File: src/hw/rtl/smd_pkg.sv
`default_nettype none
package smd_pkg;

  localparam int STACK_DEPTH = 1024;
  localparam int MEM_CELLS   = 4096;
  localparam int CELL_W      = 64;
  // stack index runs 0..STACK_DEPTH inclusive
  localparam int SI_W        = $clog2(STACK_DEPTH + 1);
  localparam int SP_AW       = $clog2(STACK_DEPTH);
  localparam int MEM_AW      = $clog2(MEM_CELLS);
  localparam int CNT_W       = $clog2(CELL_W);

  typedef enum logic [4:0] {
    OP_LIT     = 5'd0,
    OP_CELL    = 5'd1,
    OP_ADD     = 5'd2,
    OP_SUB     = 5'd3,
    OP_MUL     = 5'd4,
    OP_AND     = 5'd5,
    OP_OR      = 5'd6,
    OP_XOR     = 5'd7,
    OP_LT      = 5'd8,
    OP_ULT     = 5'd9,
    OP_EQ      = 5'd10,
    OP_SHL     = 5'd11,
    OP_SHR     = 5'd12,
    OP_SAR     = 5'd13,
    OP_DIVMOD  = 5'd14,
    OP_FETCH   = 5'd15,
    OP_STORE   = 5'd16,
    OP_CFETCH  = 5'd17,
    OP_CSTORE  = 5'd18,
    OP_DSPGET  = 5'd19,
    OP_DSPSET  = 5'd20,
    OP_EMIT    = 5'd21,
    OP_BRANCH0 = 5'd22
  } op_t;

  typedef enum logic [2:0] {
    ST_OK    = 3'd0,
    ST_UNDER = 3'd1,
    ST_OVER  = 3'd2,
    ST_DIV0  = 3'd3,
    ST_ADDR  = 3'd4
  } status_t;

  typedef enum logic [3:0] {
    S_IDLE,
    S_READ,
    S_EXEC,
    S_ITER,
    S_MEM,
    S_WB,
    S_WB2,
    S_TOP,
    S_OUT
  } state_t;

  typedef struct packed {
    logic [4:0]         op;
    logic signed [63:0] literal;
  } in_item_t;

  typedef struct packed {
    logic signed [63:0] top_value;
    logic [10:0]        depth;
    logic               emit_valid;
    logic [7:0]         emit_char;
    logic               branch_taken;
    logic [2:0]         status;
  } out_item_t;

  // controller -> datapath
  typedef struct packed {
    logic load;
    logic rd_ops;
    logic exec;
    logic mem;
    logic wb;
    logic wb2;
    logic rd_top;
  } ctrl_cmd_t;

  // datapath -> controller
  typedef struct packed {
    logic ex_iter;
    logic ex_mem;
    logic wr2;
    logic md_done;
  } dp_sts_t;

endpackage
`default_nettype wire

File: src/hw/rtl/smd_ctrl.sv
`default_nettype none
// Step sequencer
module smd_ctrl (
  input  wire logic               clk,
  input  wire logic               rst_n,
  input  wire logic               in_valid,
  input  wire logic               out_free,
  input  wire smd_pkg::dp_sts_t   sts,
  output logic                    in_ready,
  output logic                    out_ld,
  output smd_pkg::ctrl_cmd_t      cmd
);

  smd_pkg::state_t state_r;
  smd_pkg::state_t state_nxt;

  always_ff @(posedge clk) begin
    if (!rst_n) begin
      state_r <= smd_pkg::S_IDLE;
    end else begin
      state_r <= state_nxt;
    end
  end

  always_comb begin
    state_nxt = state_r;
    cmd       = '0;
    in_ready  = 1'b0;
    out_ld    = 1'b0;
    unique case (state_r)
      smd_pkg::S_IDLE: begin
        in_ready = 1'b1;
        if (in_valid) begin
          cmd.load  = 1'b1;
          state_nxt = smd_pkg::S_READ;
        end
      end
      smd_pkg::S_READ: begin
        cmd.rd_ops = 1'b1;
        state_nxt  = smd_pkg::S_EXEC;
      end
      smd_pkg::S_EXEC: begin
        cmd.exec = 1'b1;
        if (sts.ex_iter) state_nxt = smd_pkg::S_ITER;
        else if (sts.ex_mem) state_nxt = smd_pkg::S_MEM;
        else state_nxt = smd_pkg::S_WB;
      end
      smd_pkg::S_ITER: begin
        if (sts.md_done) state_nxt = smd_pkg::S_WB;
      end
      smd_pkg::S_MEM: begin
        cmd.mem   = 1'b1;
        state_nxt = smd_pkg::S_WB;
      end
      smd_pkg::S_WB: begin
        cmd.wb    = 1'b1;
        state_nxt = sts.wr2 ? smd_pkg::S_WB2 : smd_pkg::S_TOP;
      end
      smd_pkg::S_WB2: begin
        cmd.wb2   = 1'b1;
        state_nxt = smd_pkg::S_TOP;
      end
      smd_pkg::S_TOP: begin
        cmd.rd_top = 1'b1;
        state_nxt  = smd_pkg::S_OUT;
      end
      smd_pkg::S_OUT: begin
        if (out_free) begin
          out_ld    = 1'b1;
          state_nxt = smd_pkg::S_IDLE;
        end
      end
      default: state_nxt = smd_pkg::S_IDLE;
    endcase
  end

endmodule
`default_nettype wire

File: config.mk
export PLATFORM = sky130hd
export DESIGN_NAME = smd_ctrl
export DESIGN_NICKNAME = d
export VERILOG_FILES = /design/src/hw/rtl/smd_pkg.sv /design/src/hw/rtl/smd_ctrl.sv
export SDC_FILE = /design/constraint.sdc
export NUM_CORES = 1
export LEC_CHECK = 0
export ABC_AREA = 1
export BUFFER_PORTS_ARGS = -buffer_cell sky130_fd_sc_hd__clkbuf_2
export CAP_MARGIN = 20
export CORE_AREA = 2 2 39 41
export DETAILED_ROUTE_END_ITERATION = 16
export DIE_AREA = 0 0 41 43
export GPL_TIMING_DRIVEN = 0
export PLACE_DENSITY_LB_ADDON = 0.1
export SLEW_MARGIN = 20
export SYNTH_ARGS = -nofsm -noshare
export SYNTH_HDL_FRONTEND = slang
export SYNTH_SLANG_ARGS = --single-unit
export TNS_END_PERCENT = 50
File: constraint.sdc
create_clock -name clk -period 1.1 [get_ports clk]
set_input_delay 0 -clock clk [delete_from_list [all_inputs] [get_ports clk]]
set_output_delay 0 -clock clk [all_outputs]
set_load 0.01 [all_outputs]
==> results.json, run 1 <==
{
  "outcome": "finished with violations",
  "violations": "negative setup slack",
  "p_seq_share_pct": 23.3,
  "clk_pin_slew_ns": 0.04,
  "internal-power_mw": 0.640,
  "fin_ws_ns": -0.00706,
  "irDropWorstVdd_mv": 1.06,
  "area_growth_pct": 56.4,
  "rsz0062_at_grt": "yes",
  "fin_util_pct": 38.6,
  "maxCapViolCount": 0,
  "dpl.hpwl_microns": 666,
  "synth_warnings": 0,
  "netlist_area_sq_um": 342,
  "finalHoldViolCount": 0,
  "drt-wirelength-per-cell_microns": 8.44,
  "slew_headroom_pct": 85.9,
  "slew_viol_final": 0,
  "drc": 0,
  "firstDrtPassIters": 3,
  "post_cts_buffers": 0,
  "crit_path_end_kind": "output port",
  "power_frac_comb_pct": 61.7,
  "cts_max_level": 1,
  "cts_tree": "built",
  "ys_top_cells_by_area": "dfxtp_1, nand2_1, inv_1, nor2_1, nor2_2",
  "grt_max_degree": 8,
  "finalSetupTns_ns": -0.00706,
  "die_w_microns": 41,
  "antenna-diode-count": 0,
  "synth_top_area_cell": "dfxtp_1",
  "cts-root-buf": "clkbuf_4",
  "grt_pass1_wl_microns": 1460,
  "worst_pin_slew_ns": 0.210,
  "finalSetupViolCount": 1,
  "ant_nets": 0,
  "synth_top_area_share_pct": 23.4,
  "grt-ovfl-total": 0,
  "yosysSeqAreaShare_pct": 23.4,
  "io_pins": 17,
  "largest_reg_flops": 4,
  "final_layout_size_suffix_gt1_share_pct": 52.4,
  "grt_pass1_vias": 395,
  "antenna_found_initial": 0,
  "arrival_ns": 1.11,
  "period_share_pct": 101,
  "hold_class": "input pin to flip-flop",
  "p_clk_share_pct": 15.1,
  "start_kind": "flip-flop",
  "r2r_cells": 8,
  "power_leakage_nw": 0.329,
  "switching_share_pct": 46.7,
  "wirelength_microns": 827,
  "syn_nets": 70,
  "max_freq_mhz": 903,
  "reg2reg_from": "state_r[2]",
  "cp_max_fo": 7,
  "cts_buffer_depth": 2,
  "final.setup_skew_ns": 0.00471,
  "start_util_pct": 24.7,
  "num_vias": 404,
  "finalCriticalPeriod_ns": 1.11,
  "fillers": 166,
  "netSwitchingPower_mw": 0.561,
  "dp_cells": 94,
  "min_path_cells": 3,
  "synthDistinctLibCells": 14,
  "cts_made_buffers": 3,
  "nets": 92,
  "synth_cells": 62,
  "fp.coreArea_sq_mm": 0.00138,
  "vias_per_cell": 4.12,
  "first_iter_violations": 5,
  "io_buffers": 16,
  "die_h_microns": 43,
  "hold_ws_ns": 0.0767,
  "final_cells": 98,
  "clkSinkCount": 4,
  "power_density_mw_per_mm2": 2250,
  "die-area_sq_mm": 0.00176,
  "hold_start": "sts[0]",
  "regMostFlops": "state_r",
  "cp.required_ns": 1.10,
  "gp_congestion": 0.717,
  "row_count": 14,
  "ys_ff_latch": 4,
  "grtUsageTotal_pct": 11.9,
  "critical_path_class": "flip-flop to output port",
  "avgSynthCellArea_sq_um": 5.51,
  "top_regs": "state_r: 4 flops",
  "crit_path_start": "state_r[3]",
  "r2r_setup_slack_ns": 0,
  "clk_latency_ns": 0.23
}
-- worst paths after layout --
path / to
min: state_r[0]
min reg2reg: state_r[2]
max reg2reg: state_r[0]
max: cmd[5]
-- layout by cell type, fill, tap and decap left out --
master,count
clkbuf_2,10
inv_2,5
buf_6,2
nor2_4,4
and3_4,1
nand3b_2,1
nand2_1,11
inv_1,12
nor3_2,1
o21a_1,1
nor2_1,7
buf_2,4
nand2_2,6
a21oi_2,1
clkbuf_4,3
nor2_2,1
nand3_1,4
dlygate4sd3_1,1
a21oi_1,1
nor3_1,2
dfxtp_2,4
-- synth_stat cells --
library cell	number
nand3b_2	1
a21oi_2	1
dfxtp_1	4
o21a_1	1
nand2_1	17
nor3_2	1
nor2_2	4
nand3_1	4
nor3_1	2
inv_2	2
nor2_1	8
inv_1	15
a21oi_1	1
and3_1	1
-- per-layer routing --
metal  wire [microns]  GRT usage, %  up-vias
met4                0          6.00        0
met3               33          1.57        0
met2              413          19.4        7
met1              381          14.5      172
met5                0             0        -
li1                 -             -      225
-- cell families after synthesis --
family / share of synthesized area (%)
compound gates: 6.23
buf+inv: 18.7
flops: 23.4
simple gates: 51.6
-- worst max-delay path, cell delays in order (launching register included) --
cell and delay (ns):
dfxtp_2 0.35, nor2_4 0.20, and3_4 0.23, buf_6 0.10
-- through the flow --
step                      setup WS (ns)  total power [mW]  area, sq um
final                          -0.00706              1.20          534
after global routing             -0.113              1.34          534
after CTS                       -0.0486              1.12          504
after detailed placement        -0.0869             0.851          442
after global placement          -0.0915             0.855          442
after floorplan                  0.0990             0.666          342
-- power groups by stage --
stage / Clock (mW) / Sequential, mW / Combinational (mW)
after floorplan: 0 / 0.232 / 0.434
after global placement: 0 / 0.243 / 0.612
after detailed placement: 0 / 0.243 / 0.609
after CTS: 0.191 / 0.269 / 0.663
after global routing: 0.206 / 0.288 / 0.841
final: 0.181 / 0.279 / 0.741
-- area by class of cell --
cell class | count | area, sq um | share of cell area [%]
Tap cell | 16 | 20.0 | 3.75
Timing Repair Buffer | 17 | 103 | 19.2
Clock buffer | 3 | 22.5 | 4.22
Inverter | 17 | 63.8 | 11.9
Multi-Input combinational cell | 41 | 240 | 45.0
Sequential cell | 4 | 85.1 | 15.9
-- timing repair --
action                                  4_1_cts  5_1_grt
pin swaps                                     2        5
hold buffers                                  1        0
gates resized for setup                      10       17
endpoints found under the setup margin       11       12
endpoints found under the hold margin         1        0
(Power assumes the default switching activity.)
==> inputs of run 2 (changes only) <==
Settings changed: SETUP_SLACK_MARGIN set to 0.1.
==> results.json, run 2 (same netlist as run 1, synthesis figures left out) <==
{
  "area_growth_pct": 55.3,
  "hold_class": "input pin to flip-flop",
  "period_share_pct": 99.8,
  "r2r_end": "state_r[0]",
  "netSwitchingPower_mw": 0.529,
  "largest_reg_flops": 4,
  "final_area_sq_um": 531,
  "first_iter_violations": 5,
  "p_clk_share_pct": 15.0,
  "postPlaceCellArea_sq_um": 444,
  "row_count": 14,
  "die_w_microns": 41,
  "finalHoldViolCount": 0,
  "fp.coreArea_sq_mm": 0.00138,
  "rsz0062_at_grt": "yes",
  "p_seq_share_pct": 25.0,
  "cp_max_fo": 7,
  "antenna-diode-count": 0,
  "final_layout_size_suffix_gt1_share_pct": 47.6,
  "cts_buffer_depth": 2,
  "gp_congestion": 0.714,
  "grt-ovfl-total": 0,
  "vias_per_cell": 4.27,
  "place_ws_ns": -0.0776,
  "cp.required_ns": 1.10,
  "firstDrtPassIters": 4,
  "clkSinkCount": 4,
  "grt_max_degree": 8,
  "start_util_pct": 24.7,
  "crit_chain": "nor2_4 > and3_4 > buf_6",
  "crit_path_end_kind": "output port",
  "ant_nets": 0,
  "cts_made_buffers": 3,
  "r2r_setup_slack_ns": 0.04,
  "post_cts_buffers": 0,
  "io_buffers": 16,
  "critical_path_class": "flip-flop to output port",
  "slew_viol_final": 0,
  "clk_latency_ns": 0.23,
  "final.setup_skew_ns": 0.00154,
  "irDropWorstVdd_mv": 1.06,
  "cts-root-buf": "clkbuf_4",
  "outcome": "completed",
  "start_kind": "flip-flop",
  "fin_ws_ns": 0.00182,
  "slew_headroom_pct": 83.3,
  "mostFrequentLayoutCells": "nand2_1, inv_1, clkbuf_2",
  "crit_path_top_delay_cell": "dfxtp_4",
  "die_h_microns": 43,
  "finalSetupViolCount": 0,
  "cts_tree": "built",
  "wirelength_microns": 805,
  "hold_ws_ns": 0.0858,
  "dpl.hpwl_microns": 653,
  "final_common_cell": "nand2_1",
  "die-area_sq_mm": 0.00176,
  "r2r_cells": 8,
  "power_leakage_nw": 0.332,
  "drc": 0,
  "drt-wirelength-per-cell_microns": 8.21,
  "top_regs": "state_r: 4 flops",
  "crit_path_start": "state_r[3]",
  "switching_share_pct": 45.2,
  "cp-endpoint": "cmd[5]",
  "grt_pass1_wl_microns": 1390,
  "finalCriticalPeriod_ns": 1.10,
  "cts_max_level": 1,
  "worst_pin_slew_ns": 0.249,
  "clk_pin_slew_ns": 0.04,
  "fillers": 170,
  "fin_util_pct": 38.3,
  "reg2reg_from": "state_r[2]",
  "grtUsageTotal_pct": 11.6,
  "power_density_mw_per_mm2": 2200,
  "antenna_found_initial": 0,
  "maxCapViolCount": 0,
  "arrival_ns": 1.10,
  "nets": 92,
  "grt_pass1_vias": 363,
  "internal-power_mw": 0.641,
  "regMostFlops": "state_r",
  "power_frac_comb_pct": 60.1,
  "num_vias": 418,
  "io_pins": 17,
  "critical_path.max_stage_delay_ns": 0.36,
  "max_freq_mhz": 911
}
[run 2: layout make-up]
cell class,instances,area (sq um),share of cell area (%)
Timing Repair Buffer,17,96.3,18.2
Clock buffer,3,22.5,4.25
Sequential cell,4,92.6,17.5
Tap cell,16,20.0,3.77
Inverter,17,63.8,12.0
Multi-Input combinational cell,41,235,44.3
[run 2: critical path: cells and delay by family, from the launching register on]
family	cells	cell delay (ns)
DFF	1	0.36
buffers and inverters	1	0.10
and+or+nand+nor	2	0.42
[run 2: worst min path at each step]
stage / startpoint / to / slack, ns / cells after the start
floorplan: out_free / out_ld / 0.09 / 2
global placement: rst_n / state_r[3] / 0.23 / 2
detailed placement: rst_n / state_r[3] / 0.23 / 2
CTS: sts[0] / state_r[0] / 0.08 / 3
global route: sts[0] / state_r[0] / 0.09 / 3
finish: sts[0] / state_r[0] / 0.09 / 3
[run 2: power groups by stage]
stage               Clock, mW  Combinational, mW  Sequential, mW
finish                  0.175              0.703           0.292
global route            0.201              0.797           0.305
CTS                     0.185              0.685           0.292
detailed placement          0              0.606           0.242
global placement            0              0.608           0.244
floorplan                   0              0.434           0.232
[run 2: timing repair]
action,CTS,global route
hold buffers,1,0
pin swaps,6,4
endpoints found under the hold margin,1,0
resized for setup,16,5
setup endpoints to repair,12,13
[run 2: metal layers]
layer	GRT usage, %	share of wire (%)	routed length [microns]	vias up
li1	-	-	-	225
met1	14.4	44	355	185
met2	16.6	52	421	8
met3	3.14	3.5	28	0
met4	8.00	0	0	0
met5	0	0	0	-
[run 2: per-stage QoR]
step | power (mW) | std cells | TNS [ns]
after global routing | 1.30 | 98 | -0.520
final | 1.17 | 98 | 0
after floorplan | 0.666 | 62 | 0
after CTS | 1.16 | 98 | -0.0786
after detailed placement | 0.848 | 94 | -0.107
after global placement | 0.852 | 94 | -0.123
==> inputs of run 3 (changes only) <==
Clock period 1.1 ns to 1.05 ns, I/O delays scaled along.
==> results.json, run 3 (same netlist as run 1, synthesis figures left out) <==
{
  "gp_congestion": 0.719,
  "finalHoldViolCount": 0,
  "hold_start": "sts[0]",
  "regMostFlops": "state_r",
  "maxCapViolCount": 0,
  "ant_nets": 0,
  "firstDrtPassIters": 2,
  "outcome": "finished with violations",
  "place_ws_ns": -0.0510,
  "critical_path_buf_inv_count": 1,
  "use_met2_pct": 18.1,
  "arrival_ns": 1.11,
  "final_area_sq_um": 548,
  "reg2reg_from": "state_r[3]",
  "violations": "negative setup slack",
  "drt-wirelength-per-cell_microns": 8.90,
  "mostFrequentLayoutCells": "inv_1, nand2_1, clkbuf_2",
  "r2r_end": "state_r[0]",
  "clk_pin_slew_ns": 0.04,
  "grt_pass1_vias": 370,
  "first_iter_violations": 2,
  "die_h_microns": 43,
  "antenna-diode-count": 0,
  "area_growth_pct": 60.4,
  "start_kind": "flip-flop",
  "power_leakage_nw": 0.337,
  "grt-ovfl-total": 0,
  "cts_max_level": 1,
  "period_share_pct": 106,
  "hold_class": "input pin to flip-flop",
  "cts_made_buffers": 3,
  "grt_max_degree": 8,
  "cts-root-buf": "clkbuf_4",
  "largest_reg_flops": 4,
  "fin_util_pct": 39.6,
  "die_w_microns": 41,
  "dp_cells": 94,
  "r2r_cells": 7,
  "wirelength_microns": 881,
  "power_density_mw_per_mm2": 2270,
  "dpl.hpwl_microns": 683,
  "grt_use_met3_pct": 3.14,
  "finalCriticalPeriod_ns": 1.11,
  "critical_path_class": "flip-flop to output port",
  "cp.required_ns": 1.05,
  "max_freq_mhz": 898,
  "irDropWorstVdd_mv": 1.31,
  "postPlaceCellArea_sq_um": 477,
  "crit_chain": "nor2_4 > and3_4 > clkbuf_2",
  "start_util_pct": 24.7,
  "crit_path_end_kind": "output port",
  "slew_viol_final": 0,
  "clkSinkCount": 4,
  "hold_ws_ns": 0.0860,
  "antenna_found_initial": 0,
  "grt.busiest_layer": "met2",
  "cts_tree": "built",
  "finalSetupTns_ns": -0.170,
  "grt_pass1_wl_microns": 1390,
  "worst_pin_slew_ns": 0.203,
  "final_cells": 99,
  "final.setup_skew_ns": 0.00522,
  "final_layout_size_suffix_gt1_share_pct": 53.0,
  "fin_ws_ns": -0.0636,
  "io_pins": 17,
  "met1_usage_pct": 14.2,
  "rsz0062_at_grt": "yes",
  "r2r_setup_slack_ns": -0.04,
  "grtUsageTotal_pct": 11.8,
  "hold_end": "state_r[0]",
  "min_path_cells": 3,
  "finalSetupViolCount": 8,
  "drc": 0,
  "cp_max_fo": 7,
  "io_buffers": 16,
  "crit_path_top_delay_cell": "dfxtp_2",
  "die-area_sq_mm": 0.00176,
  "num_vias": 400,
  "top_regs": "state_r: 4 flops",
  "fillers": 163,
  "fp.coreArea_sq_mm": 0.00138,
  "total_power_mw": 1.24,
  "cts_buffer_depth": 2,
  "nets": 93,
  "vias_per_cell": 4.04,
  "clk_latency_ns": 0.23,
  "cp_top_family": "simple AND/OR/NAND/NOR gates",
  "critical_path.max_stage_delay_ns": 0.35,
  "row_count": 14,
  "slew_headroom_pct": 86.4
}
==> run 3: area by class of cell <==
class | count | area, sq um | share of cell area (%)
clock buffers | 3 | 22.5 | 4.11
inverters | 17 | 63.8 | 11.6
multi-input cells | 41 | 248 | 45.2
flip-flops and latches | 4 | 90.1 | 16.4
well taps | 16 | 20.0 | 3.65
repair buffers | 18 | 104 | 18.9
==> run 3: report_power, final <==
| group | internal (mW) | switching, mW |
|---|---|---|
| clock network | 0.127 | 0.0551 |
| registers | 0.223 | 0.0820 |
| logic | 0.316 | 0.440 |
| total | 0.667 | 0.577 |
==> run 3: tightest hold or removal path, cell delays in order <==
cell and delay, ns:
clkbuf_2 0.07, nand3b_2 0.14, a21oi_2 0.06
==> run 3: worst max-delay path by stage <==
stage	slack [ns]	from	cells after the start	end
after floorplan	0.08	state_r[2]	8	state_r[0]
after global placement	-0.06	state_r[2]	8	state_r[0]
after detailed placement	-0.05	state_r[2]	8	state_r[0]
after CTS	-0.08	state_r[3]	3	cmd[5]
after global routing	-0.14	state_r[3]	3	cmd[5]
final	-0.06	state_r[3]	3	cmd[5]
==> run 3: layer usage <==
layer	vias up	routed length (microns)	part of all wire, %
li1	227	-	-
met1	166	394	45
met2	7	453	51
met3	0	33	3.7
met4	0	0	0
met5	-	0	0
==> run 3: timing repair <==
item,4_1_cts,5_1_grt
gates resized for setup,6,8
cloned,0,0
buffers inserted,1,0
pin swaps,4,2
hold buffers,1,0
hold endpoints to repair,1,0
setup endpoints to repair,12,13
